`src/sv/gttt_pkg.sv`:
```
// ----------------------------------------------------------------------------
// Transposition table package
// Shared widths, codes, transaction structs and the mate-distance score helper.
// ----------------------------------------------------------------------------
package gttt_pkg;

  // Field widths fixed by the interface.
  localparam int KEY_W   = 64;
  localparam int SCORE_W = 16;
  localparam int DEPTH_W = 7;
  localparam int AGE_W   = 16;
  localparam int TYPE_W  = 2;
  localparam int MOVE_W  = 16;
  localparam int THR_W   = 15;

  // Defaults for the top-level parameters.
  localparam int INDEX_BITS_DEF = 12;
  localparam int MOVE_BITS_DEF  = 16;

  // Configuration reset value and replacement margin.
  localparam logic [THR_W-1:0] THR_RESET  = 15'd15000;
  localparam int               AGE_MARGIN = 32;

  // Transaction kinds.
  localparam logic KIND_LOOKUP = 1'b0;
  localparam logic KIND_UPDATE = 1'b1;

  // Mate adjustment direction.
  localparam logic ADJ_TOWARD = 1'b0;
  localparam logic ADJ_AWAY   = 1'b1;

  // One accepted input transaction, less the best move.
  typedef struct packed {
    logic               kind;
    logic [KEY_W-1:0]   key;
    logic [DEPTH_W-1:0] depth;
    logic [SCORE_W-1:0] score;
    logic [AGE_W-1:0]   age;
    logic [TYPE_W-1:0]  stype;
  } item_t;

  // One table slot, less the best move.
  typedef struct packed {
    logic [KEY_W-1:0]   key;
    logic [SCORE_W-1:0] score;
    logic [DEPTH_W-1:0] depth;
    logic [AGE_W-1:0]   age;
    logic [TYPE_W-1:0]  stype;
  } slot_t;

  // One result transaction, less the best move.
  typedef struct packed {
    logic               hit;
    logic [SCORE_W-1:0] score;
    logic [DEPTH_W-1:0] depth;
    logic [AGE_W-1:0]   age;
    logic [TYPE_W-1:0]  stype;
    logic               stored;
  } result_t;

  // Mate-distance adjustment: a score whose magnitude reaches the threshold
  // moves away from zero or toward zero by the depth, wrapping to 16 bits.
  function automatic logic [SCORE_W-1:0] mate_adjust(
    input logic [SCORE_W-1:0] s,
    input logic [DEPTH_W-1:0] d,
    input logic [THR_W-1:0]   thr,
    input logic               away
  );
    logic [SCORE_W-1:0] mag;
    logic [SCORE_W-1:0] dx;
    logic [SCORE_W-1:0] r;
    mag = s[SCORE_W-1] ? (~s + 16'd1) : s;
    dx  = SCORE_W'(d);
    if (mag < SCORE_W'(thr)) begin
      r = s;
    end else if (s[SCORE_W-1] == away) begin
      r = s - dx;
    end else begin
      r = s + dx;
    end
    return r;
  endfunction

endpackage

```
`src/sv/gttt_calc.sv`:
```
// ----------------------------------------------------------------------------
// Transposition table probe and replacement logic
// Forms the lookup result or the replacement decision from one slot read.
// ----------------------------------------------------------------------------
module gttt_calc #(
  parameter int MOVE_KEEP = 16
) (
  input  gttt_pkg::item_t                item_i,
  input  gttt_pkg::slot_t                slot_i,
  input  logic [MOVE_KEEP-1:0]           slot_move_i,
  input  logic [gttt_pkg::THR_W-1:0]     thr_i,
  output gttt_pkg::result_t              res_o,
  output logic [MOVE_KEEP-1:0]           res_move_o,
  output logic                           we_o,
  output gttt_pkg::slot_t                wslot_o
);
  import gttt_pkg::*;

  logic               key_match;
  logic signed [AGE_W:0] age_diff;
  logic               age_newer;
  logic               depth_ok;
  logic               is_update;

  assign is_update = (item_i.kind == KIND_UPDATE);
  assign key_match = (slot_i.key == item_i.key);

  // Replacement test: a much newer entry or one searched at least as deep.
  assign age_diff  = $signed({1'b0, item_i.age}) - $signed({1'b0, slot_i.age});
  assign age_newer = (age_diff > $signed((AGE_W+1)'(AGE_MARGIN)));
  assign depth_ok  = (item_i.depth >= slot_i.depth);
  assign we_o      = is_update && (age_newer || depth_ok);

  // Data written on replacement; the score is pulled toward zero once it reaches the threshold.
  always_comb begin
    wslot_o.key   = item_i.key;
    wslot_o.score = mate_adjust(item_i.score, item_i.depth, thr_i, ADJ_TOWARD);
    wslot_o.depth = item_i.depth;
    wslot_o.age   = item_i.age;
    wslot_o.stype = item_i.stype;
  end

  // Result: slot contents on a lookup, only the stored flag on an update.
  always_comb begin
    res_o      = '0;
    res_move_o = '0;
    if (is_update) begin
      res_o.stored = we_o;
    end else begin
      res_o.hit   = key_match;
      res_o.score = key_match
                  ? mate_adjust(slot_i.score, item_i.depth, thr_i, ADJ_AWAY)
                  : slot_i.score;
      res_o.depth = slot_i.depth;
      res_o.age   = slot_i.age;
      res_o.stype = slot_i.stype;
      res_move_o  = slot_move_i;
    end
  end

endmodule
```
`config.mk`:
```
export PLATFORM = sky130hd
export DESIGN_NAME = gttt_calc
export DESIGN_NICKNAME = d
export VERILOG_FILES = /design/src/sv/gttt_pkg.sv /design/src/sv/gttt_calc.sv
export SDC_FILE = /design/constraint.sdc
export NUM_CORES = 1
export LEC_CHECK = 0
export ABC_AREA = 1
export ABC_CLOCK_PERIOD_IN_PS = 6000
export BUFFER_PORTS_ARGS = -buffer_cell sky130_fd_sc_hd__buf_2
export CORE_AREA = 4 4 154 156
export DETAILED_ROUTE_END_ITERATION = 16
export DIE_AREA = 0 0 158 160
export PLACE_DENSITY = 0.68
export SYNTH_ARGS = -nofsm -noshare
export SYNTH_HDL_FRONTEND = slang
export SYNTH_SLANG_ARGS = --single-unit
```
`constraint.sdc`:
```
create_clock -name vclk -period 6
set_input_delay 0.9 -clock vclk [all_inputs]
set_output_delay 0.9 -clock vclk [all_outputs]
set_load 0.03 [all_outputs]
```
==> results.md, run 1 <==
* Status: complete, no violations
* Avg Inst Size Synth at approximately 5.6 sq um
* CP endpoint kind: output port
* FF/Latch Area at 0 sq um
* Clock Buffer Count at 0
* Slowest cell delay on critical path at 0.28 ns
* Worst min-delay path category: in2out
* Synthesized area at 0.00657 sq mm
* Detail Route Antenna Nets at 0
* Number of setup buffers added after CTS at 0
* Synth-to-layout area growth at 24.6%
* Vias in the first global route at 7638
* Beginning of the worst hold path: item_i[0]
* Post-synthesis sequential area ratio at 0%
* Hpwl dp at 23400 microns
* # IOs at 407
* Hold Path Sink: wslot_o[0]
* Tightest Pin Transition at 0.828 ns
* Final Critical Period at 5.35 ns
* Net switching power at 0.575 mW
* DRC Markers at 0
* Clock share of power at 0%
* Core ar. at roughly 0.022 sq mm
* Post-Layout Cell Count at 1751
* Part of the power in registers at 0%
* DRT iter0 DRCs at 364
* Sw Share at 65.0%
* Final Util at 36.6%
* FP Rows at 55
* Final worst path period share at between 80% and 90%
* Power Internal at 0.309 mW
* Die width at 158 microns
* Avg WL per Cell at between 10 and 15 microns
* Placed insts at 1749
* Comb power frac at between 90% and 100%
* Final GP Congestion at 0.922
* Top cell by count, worst path: nand2_1
* Power per Cell Area at 108 mW/mm^2
* Starting Density at 29.4%
* Crit-path max FO at 20
* Fin. max-slew vios at 0
* First-pass GRT wire length at 39000 microns
* FMAX at 187 MHz
* CTS resizes at 0
* Largest net degree at the start of global routing at 55
* RSZ-0062 raised after global routing: no
* Worst vdd ir at 47.7 uV
* Full die area at between 0.02 and 0.03 sq mm
* Syn nets at 1500
* Finish-stage setup viols at 0
* Relative slew slack at 44.6%
* Count of different cell masters after synthesis at 38
* Layout cells sized above 1 at slightly below 30%
* Setup tns final at 0 ns
* Total gr overflow at 0
* Worst path cell trace: buf_2, inv_1, ha_1, nand3_1, nor3_1, nand2_1, nor3_1, nand2_1, o21ai_0, xor2_1, ha_1, a21o_1, a21oi_1, o21ai_0, nor2_1, nand2_1, nand2_1, buf_4, o21ai_0, nor2_1, buf_2
* Crit-path slowest cell: nor3_1
* Yosys Warn Count at 0
* Count of input and output buffers at between 400 and 500
* All-Layer GR Usage at 19.0%
* Startpoint type of the worst setup path: input port
* WP buf/inv at 4
* Final hold vios at 0
* Static Leak at approximately 5.1 nW
* DR vias at 7947
* Hold Buf Count CTS at 0
* Post-synthesis cell count at 1170
* DRT Pass-1 Iters at 7
* Worst path required time at 5.10 ns
* Hold-critical path depth at 0
* Arrival time at the worst endpoint at 4.45 ns
* Initial antenna violation count at 1
* Die H at 160 microns
* Nets@finish at approximately 1800
* Max cap viols at 0
* Seq cells at 0
* Wirelength, routed at around 26000 microns
* Crit path kind: in2out
* Top cell family by delay on the critical path: simple AND/OR/NAND/NOR gates
* Via density per instance at 4.54
==> how the worst max path moves through the flow <==
stage | startpoint | end | slack, ns | cells past startpoint
floorplan | item_i[34] | wslot_o[40] | 1.57 | 17
global placement | slot_i[26] | res_o[30] | 0.80 | 22
detailed placement | slot_i[26] | res_o[28] | 0.72 | 21
CTS | slot_i[26] | res_o[28] | 0.70 | 21
global route | slot_i[26] | res_o[30] | 0.22 | 21
finish | slot_i[26] | res_o[28] | 0.65 | 21
==> placed cells by master (no fill, tap or decap), types with 18 or more instances in the layout <==
cell type | netlist | layout
nor2_1 | 168 | 168
nand2_1 | 251 | 251
a21oi_1 | 65 | 65
buf_2 | 6 | 403
o21ai_0 | 52 | 52
ha_1 | 85 | 85
nand3_1 | 60 | 60
inv_1 | 183 | 183
xor2_1 | 92 | 92
nand4_1 | 18 | 18
==> layout make-up <==
type                       count  area [sq um]
inverter                     185           694
multi-input combinational    874          5100
tap                          285           357
timing repair buffer         405          2030
antenna                        2          5.00
fill                        2507         14200
==> power by group through the flow <==
| stage | sequential, mW | combinational, mW | clock (mW) |
|---|---|---|---|
| finish | 0 | 0.884 | 0.0000000448 |
| global route | 0 | 0.986 | 0.0000000223 |
| CTS | 0 | 0.887 | 0 |
| detailed placement | 0 | 0.882 | 0 |
| global placement | 0 | 0.876 | 0 |
| floorplan | 0 | 0.644 | 0 |
==> cells in the mapped netlist (all sizes together) <==
library cell,n,share of area (%)
nand3,60,4.6
nor3,17,1.5
o21bai,4,0.46
inv,185,11
nand2,254,15
fa,3,0.91
o31ai,2,0.23
and2,2,0.19
xnor2,16,2.1
nand4,19,1.9
a31oi,3,0.29
nor4,2,0.42
clkbuf,12,0.69
o21ai,58,4.6
or2,7,0.67
ha,85,16
a21boi,3,0.34
nor2,170,9.8
nand3b,5,0.57
o211ai,1,0.19
a21o,4,0.46
a21oi,67,5.3
xor2,92,12
buf,99,11
==> per-layer routing <==
layer  global-route usage, %  vias up  part of all wire, %
li1                        -     4184                    -
met4                    2.13        0                  1.1
met1                    26.4     3463                   45
met2                    31.2      279                   44
met3                    4.07       21                  9.1
met5                       0        -                    0
==> cell families (layout without fill, tap and decap cells) <==
family / Yosys count / in the layout / synth area share [%]
AOI/OAI and AO/OA: 142 / 142 / 11.9
other: 0 / 2 / 0
buffers and inverters: 296 / 590 / 22.4
adders and majority gates: 88 / 88 / 17.1
xor gates and xnor gates: 108 / 108 / 14.4
and+or+nand+nor: 536 / 536 / 34.2
==> through the flow <==
stage                     hold slack [ns]  worst slack (ns)  power [mW]  cell area, sq um
after floorplan                      1.93              1.57       0.644              6570
after global placement               1.80             0.798       0.876              8180
after detailed placement             1.80             0.723       0.882              8180
after CTS                            1.80             0.700       0.887              8180
after global routing                 1.80             0.223       0.986              8190
final                                1.80             0.647       0.884              8190
(Power assumes the default switching activity.)
==> run 2, diff against run 1 <==
--- a/config.mk
+++ b/config.mk
@@ -8,10 +8,10 @@
 export ABC_AREA = 1
 export ABC_CLOCK_PERIOD_IN_PS = 6000
 export BUFFER_PORTS_ARGS = -buffer_cell sky130_fd_sc_hd__buf_2
-export CORE_AREA = 4 4 154 156
+export CORE_AREA = 4 4 157 159
 export DETAILED_ROUTE_END_ITERATION = 16
-export DIE_AREA = 0 0 158 160
-export PLACE_DENSITY = 0.68
+export DIE_AREA = 0 0 161 163
+export PLACE_DENSITY = 0.66
 export SYNTH_ARGS = -nofsm -noshare
 export SYNTH_HDL_FRONTEND = slang
 export SYNTH_SLANG_ARGS = --single-unit
==> results.md, run 2 (synthesized netlist as in run 1, its figures left out) <==
* Core ar. at 0.0233 sq mm (+4.0%)
* Detail Route Antenna Nets at 0 (unchanged)
* Nets@finish at 1797 (+0.056%)
* DRT Pass-1 Iters at 4 (-3)
* Final GP Congestion at 0.927 (+0.58%)
* Die width at 161 microns (+1.9%)
* Hpwl dp at 24100 microns (+3.0%)
* Worst path required time at 5.10 ns (about the same)
* Most common cell after layout, fill and taps aside: buf_2
* Vias in the first global route at 7538 (-1.3%)
* Placed insts at 1784 (+2.0%)
* DR vias at 8004 (+0.72%)
* Comb power frac at 100.0% (about the same)
* Wirelength, routed at 26400 microns (+2.3%)
* Via density per instance at 4.49 (-1.1%)
* Part of the power in registers at 0% (unchanged)
* Hold-critical path depth at 0 (unchanged)
* Sw Share at 65.3% (+0.30 points)
* Setup tns final at 0 ns (unchanged)
* First-pass GRT wire length at 39300 microns (+0.58%)
* All-Layer GR Usage at 18.6% (-0.43 points)
* Layout cells sized above 1 at 29.3% (+0.12 points)
* CP endpoint kind: output port
* RSZ-0062 raised after global routing: no
* Worst vdd ir at 54.7 uV (+15%)
* Power per Cell Area at 108 mW/mm^2 (+0.47%)
* Initial antenna violation count at 1 (unchanged)
* Worst min-delay path category: in2out
* Net switching power at 0.584 mW (+1.5%)
* FP Rows at 56 (+1.8%)
* Commonest non-fill, non-tap cells in the layout: 403 x buf_2, 250 x nand2_1, 183 x inv_1
* # IOs at 407 (unchanged)
* FF/Latch Area at 0 sq um (unchanged)
* Fin. max-slew vios at 0 (unchanged)
* Arrival time at the worst endpoint at 4.54 ns (+0.09 ns)
* Startpoint type of the worst setup path: input port
* Relative slew slack at 45.0% (+0.41 points)
* Static Leak at 5.14 nW (+0.12%)
* Tightest Pin Transition at 0.822 ns (-0.00607 ns)
* Synth-to-layout area growth at 25.3%
* Avg WL per Cell at 14.8 microns (+0.45%)
* Clock share of power at 0% (unchanged)
* Antenna Cells at 0 (-2)
* FMAX at 184 MHz (-1.6%)
* Post-route design area at 0.00824 sq mm (+0.58%)
* Seq cells at 0 (unchanged)
* Final worst path period share at 90.7% (+1.4 points)
* Largest net degree at the start of global routing at 55 (unchanged)
* Final Critical Period at 5.44 ns (+0.0866 ns)
* Fillcell total at 2718 (+8.4%)
* Hold Path Sink: wslot_o[1]
* Power Internal at 0.310 mW (+0.18%)
* Beginning of the worst hold path: item_i[1]
* Total gr overflow at 0 (unchanged)
* Post-Layout Cell Count at 1784 (+1.9%)
* Number of setup buffers added after CTS at 0 (unchanged)
* Area after DPL at 0.00823 sq mm (+0.61%)
* Crit-path max FO at 20 (unchanged)
* Clock Buffer Count at 0 (unchanged)
* DRC Markers at 0 (unchanged)
* Die H at 163 microns (+1.9%)
* Crit path kind: in2out
* DRT iter0 DRCs at 425 (+17%)
* Starting Density at 28.3% (-1.1 points)
* Finish-stage setup viols at 0 (unchanged)
* Full die area at 0.0262 sq mm (+3.8%)
* Status: complete, no violations
* Max cap viols at 0 (unchanged)
* Multi-input combinational cell area at 0.00510 sq mm (about the same)
* Count of input and output buffers at 403 (unchanged)
* Final hold vios at 0 (unchanged)
-- run 2: power by group through the flow --
stage	Sequential, mW	Clock (mW)	Combinational, mW
2_1_floorplan	0	0	0.644
3_3_place_gp	0	0	0.885
3_5_place_dp	0	0	0.891
4_1_cts	0	0	0.895
5_1_grt	0	0	0.993
6_report	0	0	0.893
-- run 2: worst max path at each step --
| stage | endpoint | startpoint | cells after the start | slack (ns) |
|---|---|---|---|---|
| after global routing | res_o[30] | slot_i[26] | 20 | 0.14 |
| final | res_o[39] | slot_i[26] | 20 | 0.56 |
| after CTS | res_o[28] | slot_i[26] | 19 | 0.43 |
| after global placement | res_o[28] | slot_i[26] | 19 | 0.57 |
| after floorplan | wslot_o[40] | item_i[34] | 17 | 1.57 |
| after detailed placement | res_o[28] | slot_i[26] | 19 | 0.44 |
-- run 2: per-stage QoR --
stage               setup WS [ns]  power [mW]  hold WS, ns  util [%]
floorplan                    1.57       0.644         1.93         -
CTS                         0.426       0.895         1.80      35.4
global route                0.145       0.993         1.80      35.4
global placement            0.568       0.885         1.80      35.4
detailed placement          0.439       0.891         1.80      35.4
finish                      0.560       0.893         1.80      35.4
-- run 2: worst max-delay path, cell delays in order --
cell     delay (ns)
buf_2          0.11
inv_1          0.14
ha_1           0.19
nand3_1        0.14
nor3_1         0.25
nand2_1        0.13
nor3_1         0.26
nand2_1        0.10
o21ai_0        0.21
xor2_1         0.11
ha_1           0.31
nand3_1        0.10
nor3_1         0.14
o21ai_0        0.16
nand2_1        0.32
nand2_2        0.37
nand2_1        0.17
nand2_1        0.06
nor2_1         0.13
buf_2          0.21
-- run 2: cell type report --
class / instances / share of cell area (%)
Timing Repair Buffer: 406 / 24.8
Multi-Input combinational cell: 874 / 62.0
Tap cell: 319 / 4.85
Inverter: 185 / 8.43
-- run 2: timing repair --
action	in CTS	in global routing
resized for setup	0	1
endpoints found under the setup margin	0	14
hold buffers	0	0
-- run 2: routing by layer --
layer	track usage [%]	wire length, microns	vias up
met5	0	0	-
met4	1.24	170	0
met3	4.33	2510	10
met2	30.0	11400	292
met1	26.4	12300	3511
li1	-	-	4191
